`config.mk`:
```
export PLATFORM = sky130hd
export DESIGN_NAME = apu_root
export DESIGN_NICKNAME = d
export VERILOG_FILES = /design/src/hw/rtl/apu_root.sv
export SDC_FILE = /design/constraint.sdc
export NUM_CORES = 1
export LEC_CHECK = 0
export BUFFER_PORTS_ARGS = -buffer_cell sky130_fd_sc_hd__clkbuf_2
export CORE_UTILIZATION = 58
export DETAILED_ROUTE_END_ITERATION = 12
export HOLD_SLACK_MARGIN = 0.03
export PLACE_DENSITY = 0.82
export SYNTH_ARGS = -nofsm -noshare
export SYNTH_HDL_FRONTEND = slang
export SYNTH_SLANG_ARGS = --single-unit
export TNS_END_PERCENT = 100
```
`constraint.sdc`:
```
create_clock -name clock -period 10.8 [get_ports clock]
set_input_delay 1.08 -clock clock [delete_from_list [all_inputs] [get_ports clock]]
set_output_delay 1.08 -clock clock [all_outputs]
set_load 0.1 [all_outputs]
```
`src/hw/rtl/apu_root.sv`:
```
`timescale 1ns / 1ps
// ----------------------------------------------------------------------------
// Bit-serial square root
// Takes the radicand two bits per cycle and settles one root bit per cycle.
// ----------------------------------------------------------------------------
module apu_root #(
   parameter int RAD_W = 64
) (
   input  logic                   clock,
   input  logic                   reset,
   input  logic                   go,
   input  logic [RAD_W-1:0]       radicand,
   output logic                   done,
   output logic [RAD_W/2-1:0]     root
);

   localparam int ROOT_W = RAD_W / 2;
   localparam int CNT_W  = $clog2(ROOT_W + 1);

   logic [RAD_W-1:0]  rad_ff;
   logic [ROOT_W+1:0] rem_ff;
   logic [ROOT_W-1:0] root_ff;
   logic [CNT_W-1:0]  cnt_ff;
   logic              busy_ff;
   logic              done_ff;
   logic [ROOT_W+1:0] rem_in;
   logic [ROOT_W+1:0] trial;

   // One restoring step: bring down a bit pair, try 4*root+1.
   always_comb begin
      rem_in = {rem_ff[ROOT_W-1:0], rad_ff[RAD_W-1 -: 2]};
      trial  = {root_ff, 2'b01};
   end

   always_ff @(posedge clock) begin
      if (reset) begin
         busy_ff <= 1'b0;
         done_ff <= 1'b0;
         cnt_ff  <= '0;
      end else begin
         done_ff <= 1'b0;
         if (go) begin
            busy_ff <= 1'b1;
            cnt_ff  <= CNT_W'(ROOT_W);
            rad_ff  <= radicand;
            rem_ff  <= '0;
            root_ff <= '0;
         end else if (busy_ff) begin
            rad_ff <= rad_ff << 2;
            if (rem_in >= trial) begin
               rem_ff  <= rem_in - trial;
               root_ff <= {root_ff[ROOT_W-2:0], 1'b1};
            end else begin
               rem_ff  <= rem_in;
               root_ff <= {root_ff[ROOT_W-2:0], 1'b0};
            end
            cnt_ff <= cnt_ff - 1'b1;
            if (cnt_ff == CNT_W'(1)) begin
               busy_ff <= 1'b0;
               done_ff <= 1'b1;
            end
         end
      end
   end

   assign done = done_ff;
   assign root = root_ff;

endmodule

```
==> results by group <==
Timing
  – Slew @ Worst Pin: 0.955 ns
  – Final TNS setup: 0 ns
  – Final setup violation count: 0
  – Final WS setup: 7.29 ns
  – Final hold viol count: 0
  – Setup Skew: 0.00835 ns
  – Slew Limit Fails: 0
  – Min cycle time layout: 3.51 ns
  – Achievable clock frequency: 285 MHz
  – Final worst-path cycle share: 32.5%
  – RSZ-0062 raised after global routing: no
  – Slew margin rel.: 36.3%

Floorplan
  – Ports: 100
  – Initial core utilization: 60.1%
  – Die X: 114 µm
  – CORE AREA: 0.0121 mm²
  – Die footprint: 0.0130 mm²
  – DIE HEIGHT: 114 µm
  – FP Rows: 40

Run status
  – Status: finished, final reports clean

Worst setup path
  – Cell breakdown of the critical path: buf_4 -> inv_1 -> a21oi_4 -> buf_4
  – R2r worst-path depth: 12
  – Crit-path max FO: 87
  – Startpoint class of the critical path: input port
  – FF-to-FF setup slack: 7.40 ns
  – Critical path class: in2reg
  – RR Startpoint: root[17]
  – Critical path's most frequent cell: buf_4
  – Critical-path top delay cell: buf_4
  – Worst Path Arrival: 3.55 ns
  – Start point of the critical path: go
  – Critical path required time: 10.84 ns
  – CP peak stage delay: 0.74 ns
  – Reg-to-reg endpoint: rem_ff[31]
  – Endpoint class of the critical path: flip-flop

Power
  – Clock Power Share: 38.7%
  – Seq pwr share: 40.4%
  – Switch Pwr: 451 µW
  – P_int: 1.14 mW
  – PwrDens: 186 mW/mm²
  – Switch share: 28.3%
  – Combinational share of power: 20.9%
  – Leakage power: 3.52 nW
  – Worst vdd ir: 0.116 mV

Logic synthesis
  – XOR/XNOR share of the synthesized area: 3.61%
  – Top-area cell type share of the netlist area: 52.8%
  – Adder-Cell Fraction of Synth Area: 6.19%
  – Compound-cell area share of the yosys netlist: 10.8%
  – Largest family of logic cells by synthesized area: compound AO/OA/AOI/OAI gates
  – Post-Syn Nets: 738
  – EDFF count, synth: 128
  – Main flop type after synthesis: edfxtp_1
  – Synth area leader: edfxtp_1
  – Post-Syn Instances: 635
  – Register area share after synthesis: 55.0%
  – Yosys cell types: 54
  – Post-Synth Simple-Gate Area: 10.1%
  – Top cells by area, synth: edfxtp_1 53%, mux2_2 9.6%, ha_1 6.2%
  – Synth Area per Inst: 11.5 µm²
  – Synth warn: 0
  – Register bit total from synthesis: 136
  – Mux share of post-synthesis cell area: 10.4%
  – Async set or reset register ratio after synthesis: 0%
  – Mapped cell area: 0.00728 mm²

Final layout
  – Fillers: 855
  – Fin util: 70.7%
  – Area grow syn2layout: 17.6%
  – Share of post-route cells with drive strength above 1: 27.2%
  – Post-route cell area: 0.00856 mm²
  – Most frequent cells in the layout: 128 x edfxtp_1, 98 x clkbuf_2, 90 x nor2_1
  – Fin nets: 835
  – Antenna cells: 0
  – Most common cell after layout, fill and taps aside: edfxtp_1

CTS
  – Root buffer cell: clkbuf_16
  – Clock Latency Late Sink: 0.42 ns
  – Clk sinks: 136
  – Post-CTS setup buffer count: 0
  – TritonCTS buffer count: 17
  – H-tree Lvls: 4
  – Clock tree buffer depth: 2
  – Post-CTS Hold Buffers: 0
  – Post_cts resized: 0
  – CTS tree: built
  – Clock transition at path regs: 0.06 ns

Route
  – Drt first pass iters: 5
  – DRT antenna net count: 0
  – DRT Wirelength: 14.8 mm
  – Avg WL per Cell: 16.2 µm
  – Drt drc: 0
  – Avg Vias per Cell: 5.68
  – Iteration-0 DRC count of the detailed router: 346
  – Via total after detailed routing: 5186

GRT
  – Congestion Overflow GR: 0
  – Total track usage: 24.4%
  – Vias in the first global route: 5131
  – Initial antenna violation count: 0
  – First-pass GRT wire length: 24.4 mm
  – Largest net degree at the start of global routing: 88

Placement
  – Post-Place Setup Slack: 6.82 ns
  – Placed Area: 0.00793 mm²
  – RD Place Congestion: 0.845
  – Number of port buffers: 99
  – Post-DP HPWL: 9.88 mm

Min path
  – Hold_sp: cnt_ff[0]
  – Hold Crit Class: reg2reg
  – Hold Path Depth: 2
  – Worst hold endpoint: cnt_ff[0]

Flow run
  – MaxCap Viol Count: 0
==> worst max path at each step <==
stage / to / cells past startpoint / slack [ns]
2_1_floorplan: rad_ff[0] / 3 / 2.59
3_3_place_gp: root[30] / 4 / 6.93
3_5_place_dp: root[30] / 4 / 6.82
4_1_cts: root[22] / 4 / 7.27
5_1_grt: root[22] / 4 / 7.04
6_report: root[22] / 4 / 7.29
==> state kept, by name (all words and copies together) (netlist names) <==
signal and flops:
busy_ff 1, cnt_ff 6, root 32, done 1, rem_ff 32, rad_ff 64
==> stage by stage <==
| stage | power, mW | std cells | hold slack [ns] |
|---|---|---|---|
| finish | 1.59 | 913 | 0.500 |
| global route | 1.66 | 913 | 0.519 |
| CTS | 1.60 | 913 | 0.498 |
| detailed placement | 0.981 | 881 | 0.489 |
| global placement | 0.967 | 881 | 0.464 |
| floorplan | 0.917 | 635 | 0.454 |
==> synth_stat cells (all sizes together), types with 13 or more instances <==
cell type / instances
a21o: 14
a21oi: 48
clkbuf: 16
edfxtp: 128
ha: 36
inv: 48
mux2: 62
nand2: 39
nor2: 90
o21ai: 18
xnor2: 17
xor2: 13
==> power groups by stage <==
| stage | logic, mW | clock network, mW | registers, mW |
|---|---|---|---|
| after global routing | 0.364 | 0.646 | 0.648 |
| after global placement | 0.315 | 0 | 0.652 |
| final | 0.333 | 0.617 | 0.644 |
| after CTS | 0.331 | 0.625 | 0.644 |
| after detailed placement | 0.326 | 0 | 0.654 |
| after floorplan | 0.210 | 0 | 0.707 |
==> final cells by class <==
type / count / area (µm²) / share of cell area, %
Timing Repair Buffer: 103 / 528 / 6.17
Multi-Input combinational cell: 426 / 3010 / 35.2
Sequential cell: 136 / 4000 / 46.8
Tap cell: 168 / 210 / 2.46
Clock inverter: 11 / 169 / 1.97
Clock buffer: 21 / 460 / 5.38
Inverter: 48 / 180 / 2.10
==> routing by layer <==
metal	GRT usage (%)	share of wire [%]
met3	6.19	6.2
met5	0	0
met1	31.4	42
met4	10.3	2.1
met2	39.5	49
==> critical path, delay by kind of cell <==
family / cells / cell delay, ns
buffers and inverters: 3 / 1.69
AO/OA/AOI/OAI: 1 / 0.68
==> kinds of logic after synthesis <==
group                    Yosys count
buffers and inverters             73
AO/OA/AOI/OAI                    121
adder cells (fa/ha/maj)           36
flip-flops                       136
XOR/XNOR                          30
multiplexers                      68
AND/OR/NAND/NOR                  171
(Power assumes the default switching activity.)
