==> src/hw/rtl/apu_div.sv <==
`timescale 1ns / 1ps
// ----------------------------------------------------------------------------
// Bit-serial divider
// Restoring division that settles one quotient bit per cycle. A quotient
// that does not fit in Q_W bits returns all ones; a zero divisor returns 0.
// ----------------------------------------------------------------------------
module apu_div #(
   parameter int NUM_W = 56,
   parameter int DEN_W = 32,
   parameter int Q_W   = 32
) (
   input  logic             clock,
   input  logic             reset,
   input  logic             go,
   input  logic [NUM_W-1:0] num,
   input  logic [DEN_W-1:0] den,
   output logic             done,
   output logic [Q_W-1:0]   quot
);

   localparam int CNT_W = $clog2(Q_W + 1);

   logic [DEN_W-1:0] rem_ff;
   logic [DEN_W-1:0] den_ff;
   logic [Q_W-1:0]   lo_ff;
   logic [Q_W-1:0]   quot_ff;
   logic [CNT_W-1:0] cnt_ff;
   logic             busy_ff;
   logic             done_ff;
   logic [DEN_W:0]   trial;
   logic             overflow;

   // The quotient overflows when the upper part is already not below den.
   always_comb begin
      trial    = {rem_ff, lo_ff[Q_W-1]};
      overflow = (num >> Q_W) >= NUM_W'(den);
   end

   always_ff @(posedge clock) begin
      if (reset) begin
         busy_ff <= 1'b0;
         done_ff <= 1'b0;
         cnt_ff  <= '0;
      end else begin
         done_ff <= 1'b0;
         if (go) begin
            den_ff <= den;
            rem_ff <= DEN_W'(num >> Q_W);
            lo_ff  <= num[Q_W-1:0];
            if (den == '0) begin
               quot_ff <= '0;
               done_ff <= 1'b1;
            end else if (overflow) begin
               quot_ff <= '1;
               done_ff <= 1'b1;
            end else begin
               busy_ff <= 1'b1;
               cnt_ff  <= CNT_W'(Q_W);
            end
         end else if (busy_ff) begin
            lo_ff <= lo_ff << 1;
            if (trial >= {1'b0, den_ff}) begin
               rem_ff  <= DEN_W'(trial - {1'b0, den_ff});
               quot_ff <= {quot_ff[Q_W-2:0], 1'b1};
            end else begin
               rem_ff  <= DEN_W'(trial);
               quot_ff <= {quot_ff[Q_W-2:0], 1'b0};
            end
            cnt_ff <= cnt_ff - 1'b1;
            if (cnt_ff == CNT_W'(1)) begin
               busy_ff <= 1'b0;
               done_ff <= 1'b1;
            end
         end
      end
   end

   assign done = done_ff;
   assign quot = quot_ff;

endmodule

==> config.mk <==
export PLATFORM = sky130hd
export DESIGN_NAME = apu_div
export DESIGN_NICKNAME = d
export VERILOG_FILES = /design/src/hw/rtl/apu_div.sv
export SDC_FILE = /design/constraint.sdc
export NUM_CORES = 1
export LEC_CHECK = 0
export BUFFER_PORTS_ARGS = -buffer_cell sky130_fd_sc_hd__buf_2
export CORE_MARGIN = 4
export CORE_UTILIZATION = 58
export DETAILED_ROUTE_END_ITERATION = 12
export HOLD_SLACK_MARGIN = 0.03
export PLACE_DENSITY_LB_ADDON = 0.1
export SYNTH_ARGS = -nofsm -noshare
export SYNTH_HDL_FRONTEND = slang
export SYNTH_SLANG_ARGS = --single-unit
==> constraint.sdc <==
create_clock -name clock -period 5.49 [get_ports clock]
set_input_delay 0.2745 -clock clock [delete_from_list [all_inputs] [get_ports clock]]
set_output_delay 0.2745 -clock clock [all_outputs]
set_load 0.03 [all_outputs]
==> qor.yml <==
status: "completed"
syn_to_final_growth_pct: 18.35
cts.sinks: 136
gp_congestion: 0.9385
wl_per_cell_um: 17.20
r2r_end: "rem_ff[23]"
drt_iter0_drc: 520
max-cap-violations: 0
vias_per_cell: 5.712
grt_pass1_vias: 5965
die_area_mm2: 0.01562
grtUsageTotal_pct: 23.43
tightest_slew_ps: 1123
cts.clk_slew.worst_paths_ps: 70
irDropWorstVdd_uv: 220.6
dr.pass1.iters: 5
via_count: 6072
cts_made_buffers: 17
final.period_utilization_pct: 62.24
power.density_mw_per_mm2: 332.6
setup_viol_count_final: 0
postCtsSetupBuffers: 0
synth_cell_types: 59
clock_latency_ps: 430
cpLargestDelayFamily: "compound AO/OA/AOI/OAI gates"
fin_crit_ps: 3417
netlist_area_mm2: 0.007936
grt_pass1_wl_mm: 29.54
slowest_stage: "or4_1"
tns_ps: 0
drc: 0
p_leak_nw: 4.004
skew_ps: 9.182
hp-start: "den[25]"
cp_cell_sequence: "ha_1 > a21oi_2 > o211ai_1 > a211oi_2 > nor2_1 > or4_1 > o22ai_2 > o21ba_1 > nor2_1 > a221o_1"
synth_edf_count: 128
nNetsFinal: 1023
placed_area_mm2: 0.008705
syn_avg_cell_area_um2: 10.67
path_class: "reg -> reg"
required_ps: 5670
max_stage_delay_ps: 430
io_pins: 124
start_util_pct: 59.69
hp-class: "in -> reg"
drive_gt1_share_pct: 23.59
synth_ff_type: "edfxtp_1"
io_buffers: 123
ant_nets: 0
crit_top_cell: "nor2_1"
design_area_mm2: 0.009393
worstSetupStartpointType: "flop"
reg2reg_setup_slack_ps: 2070
rr_worst_depth: 10
r2r_start: "rem_ff[15]"
gr-total-overflow: 0
fill_cells: 975
fp.dieH_um: 125.0
final_hold_viol_count: 0
cp.buffers_inverters: 0
yosysWarnings: 0
whs_endpoint: "den_ff[25]"
synth_top_area_cell: "edfxtp_1"
antenna_found_initial: 2
core_area_mm2: 0.01330
grt_setup_unrepaired: "no"
relSlewSlack_pct: 25.15
slew_viol_final: 0
die_x_um: 125.0
routed_wirelength_mm: 18.29
dp_hpwl_mm: 12.99
syn-instance-count: 744
cts-root-buf: "clkbuf_16"
fmax_ghz: 0.2926
critical_path.startpoint: "rem_ff[15]"
synth_seq_cells: 136
holdPathStages: 1
cts_max_level: 4
cts_tree: "yes"
clock_path_buffers: 2
async_reset_ff_share_pct: 0
arrival_ps: 3600
synth_top_area_share_pct: 48.43
cp_max_fo: 8
seq_area_frac_synth_pct: 50.45
grt_max_degree: 50
worst_setup_path_end_kind: "flop"
num_rows: 42
synth_nets: 894
synthTopCellsByArea: "edfxtp_1 48%, ha_1 9.1%, nor2_1 5.5%"
## logic make-up after synthesis
kind of cell               count (synthesis)  synth area share [%]
AOI/OAI and AO/OA                        148                 12.06
xor gates and xnor gates                  27                 2.980
adders and majority gates                 59                 9.396
buffers and inverters                     94                 4.840
DFF                                      136                 50.45
muxes                                     57                 7.709
and+or+nand+nor                          223                 12.57
## layout make-up
cell class / count / area [um^2] / share of cell area (%)
Clock buffer: 17 / 425.4 / 4.529
Inverter: 68 / 255.2 / 2.717
Clock inverter: 15 / 190.2 / 2.025
Antenna cell: 1 / 2.502 / 0.02664
Sequential cell: 136 / 4004 / 42.63
Tap cell: 176 / 220.2 / 2.344
Multi-Input combinational cell: 514 / 3565 / 37.95
Timing Repair Buffer: 136 / 730.7 / 7.779
## sequential cells by signal, summed over array words and instances (netlist names)
signal   cells
rem_ff      32
quot        32
lo_ff       32
den_ff      32
done         1
cnt_ff       6
busy_ff      1
## power by group
| group | total, mW | internal, mW | switching [mW] | leakage (nW) |
|---|---|---|---|---|
| registers | 1.26 | 1.23 | 0.0313 | 1.25 |
| clock network | 1.20 | 0.724 | 0.478 | 0.304 |
| logic | 0.665 | 0.281 | 0.384 | 2.45 |
| total | 3.12 | 2.23 | 0.893 | 4.00 |
## cell usage after synthesis, types with 5 or more instances
cell / number
xnor2_1: 17
nand4_1: 9
dfxtp_1: 8
nor2_1: 117
ha_1: 58
nand2_1: 40
nor2b_1: 6
nor4_1: 7
inv_1: 68
a21o_1: 16
a21oi_1: 55
o21bai_1: 5
clkbuf_1: 18
a31oi_1: 7
mux2i_1: 24
mux2_2: 33
nand2b_1: 5
nor3_1: 8
edfxtp_1: 128
xor2_1: 10
nand3_1: 10
o21ai_0: 21
## worst max path at each step
stage	endpoint	slack, ps	cells past startpoint
2_1_floorplan	lo_ff[0]	1590	4
3_5_place_dp	rem_ff[23]	2180	10
6_report	rem_ff[23]	2070	10
5_1_grt	rem_ff[23]	1940	10
3_3_place_gp	rem_ff[23]	2290	10
4_1_cts	rem_ff[23]	2150	10
## per-layer routing
layer	GRT usage, %	share of wire (%)	vias up	wire length (um)
li1	-	-	2955	-
met1	30.46	43	2874	7839
met4	9.120	2.4	2	440
met3	6.823	7.1	35	1293
met5	0	0.071	-	13
met2	37.36	48	206	8700
## cells in the final DEF, fill, tap and decap left out, drive strengths merged, types with 3 or more instances in the layout
cell,n
dfxtp,8
bufinv,3
xor2,10
edfxtp,128
nand2,40
ha,58
nand4,9
mux2,33
xnor2,17
mux2i,24
nand3,10
a211oi,6
a21oi,58
clkbuf,17
a22o,3
nor2b,6
buf,129
nor2,117
a31oi,8
a21o,16
dlygate4sd3,7
a2111oi,3
or3,3
clkinv,8
o21a,4
nand2b,5
inv,72
nor4,7
o21bai,5
o21ai,25
nand3b,3
or4,4
nor3,8
o211ai,4
or2,3
## stage by stage
stage               worst slack [ps]  power (mW)  hold WS [ps]  utilization [%]  instances
floorplan                       1586       1.769         373.4                -        744
global placement                2294       1.904         448.9            65.47       1023
detailed placement              2179       1.926         453.2            65.47       1023
CTS                             2146       3.130         34.40            70.63       1062
global route                    1937       3.265         42.57            70.65       1063
finish                          2073       3.124         42.35            70.65       1063
## repair_timing
| item | in CTS | in global routing |
|---|---|---|
| resized for setup | 0 | 0 |
| hold buffers | 7 | 0 |
| hold endpoints to repair | 7 | 0 |
## worst reg2reg max path, stage by stage (launching register included)
cell      delay, ps
edfxtp_1        400
ha_1            380
a21oi_2         250
o211ai_1        150
a211oi_2        270
nor2_1          100
or4_1           430
o22ai_2         240
o21ba_1         440
nor2_1          190
a221o_1         330
(Power assumes the default switching activity.)
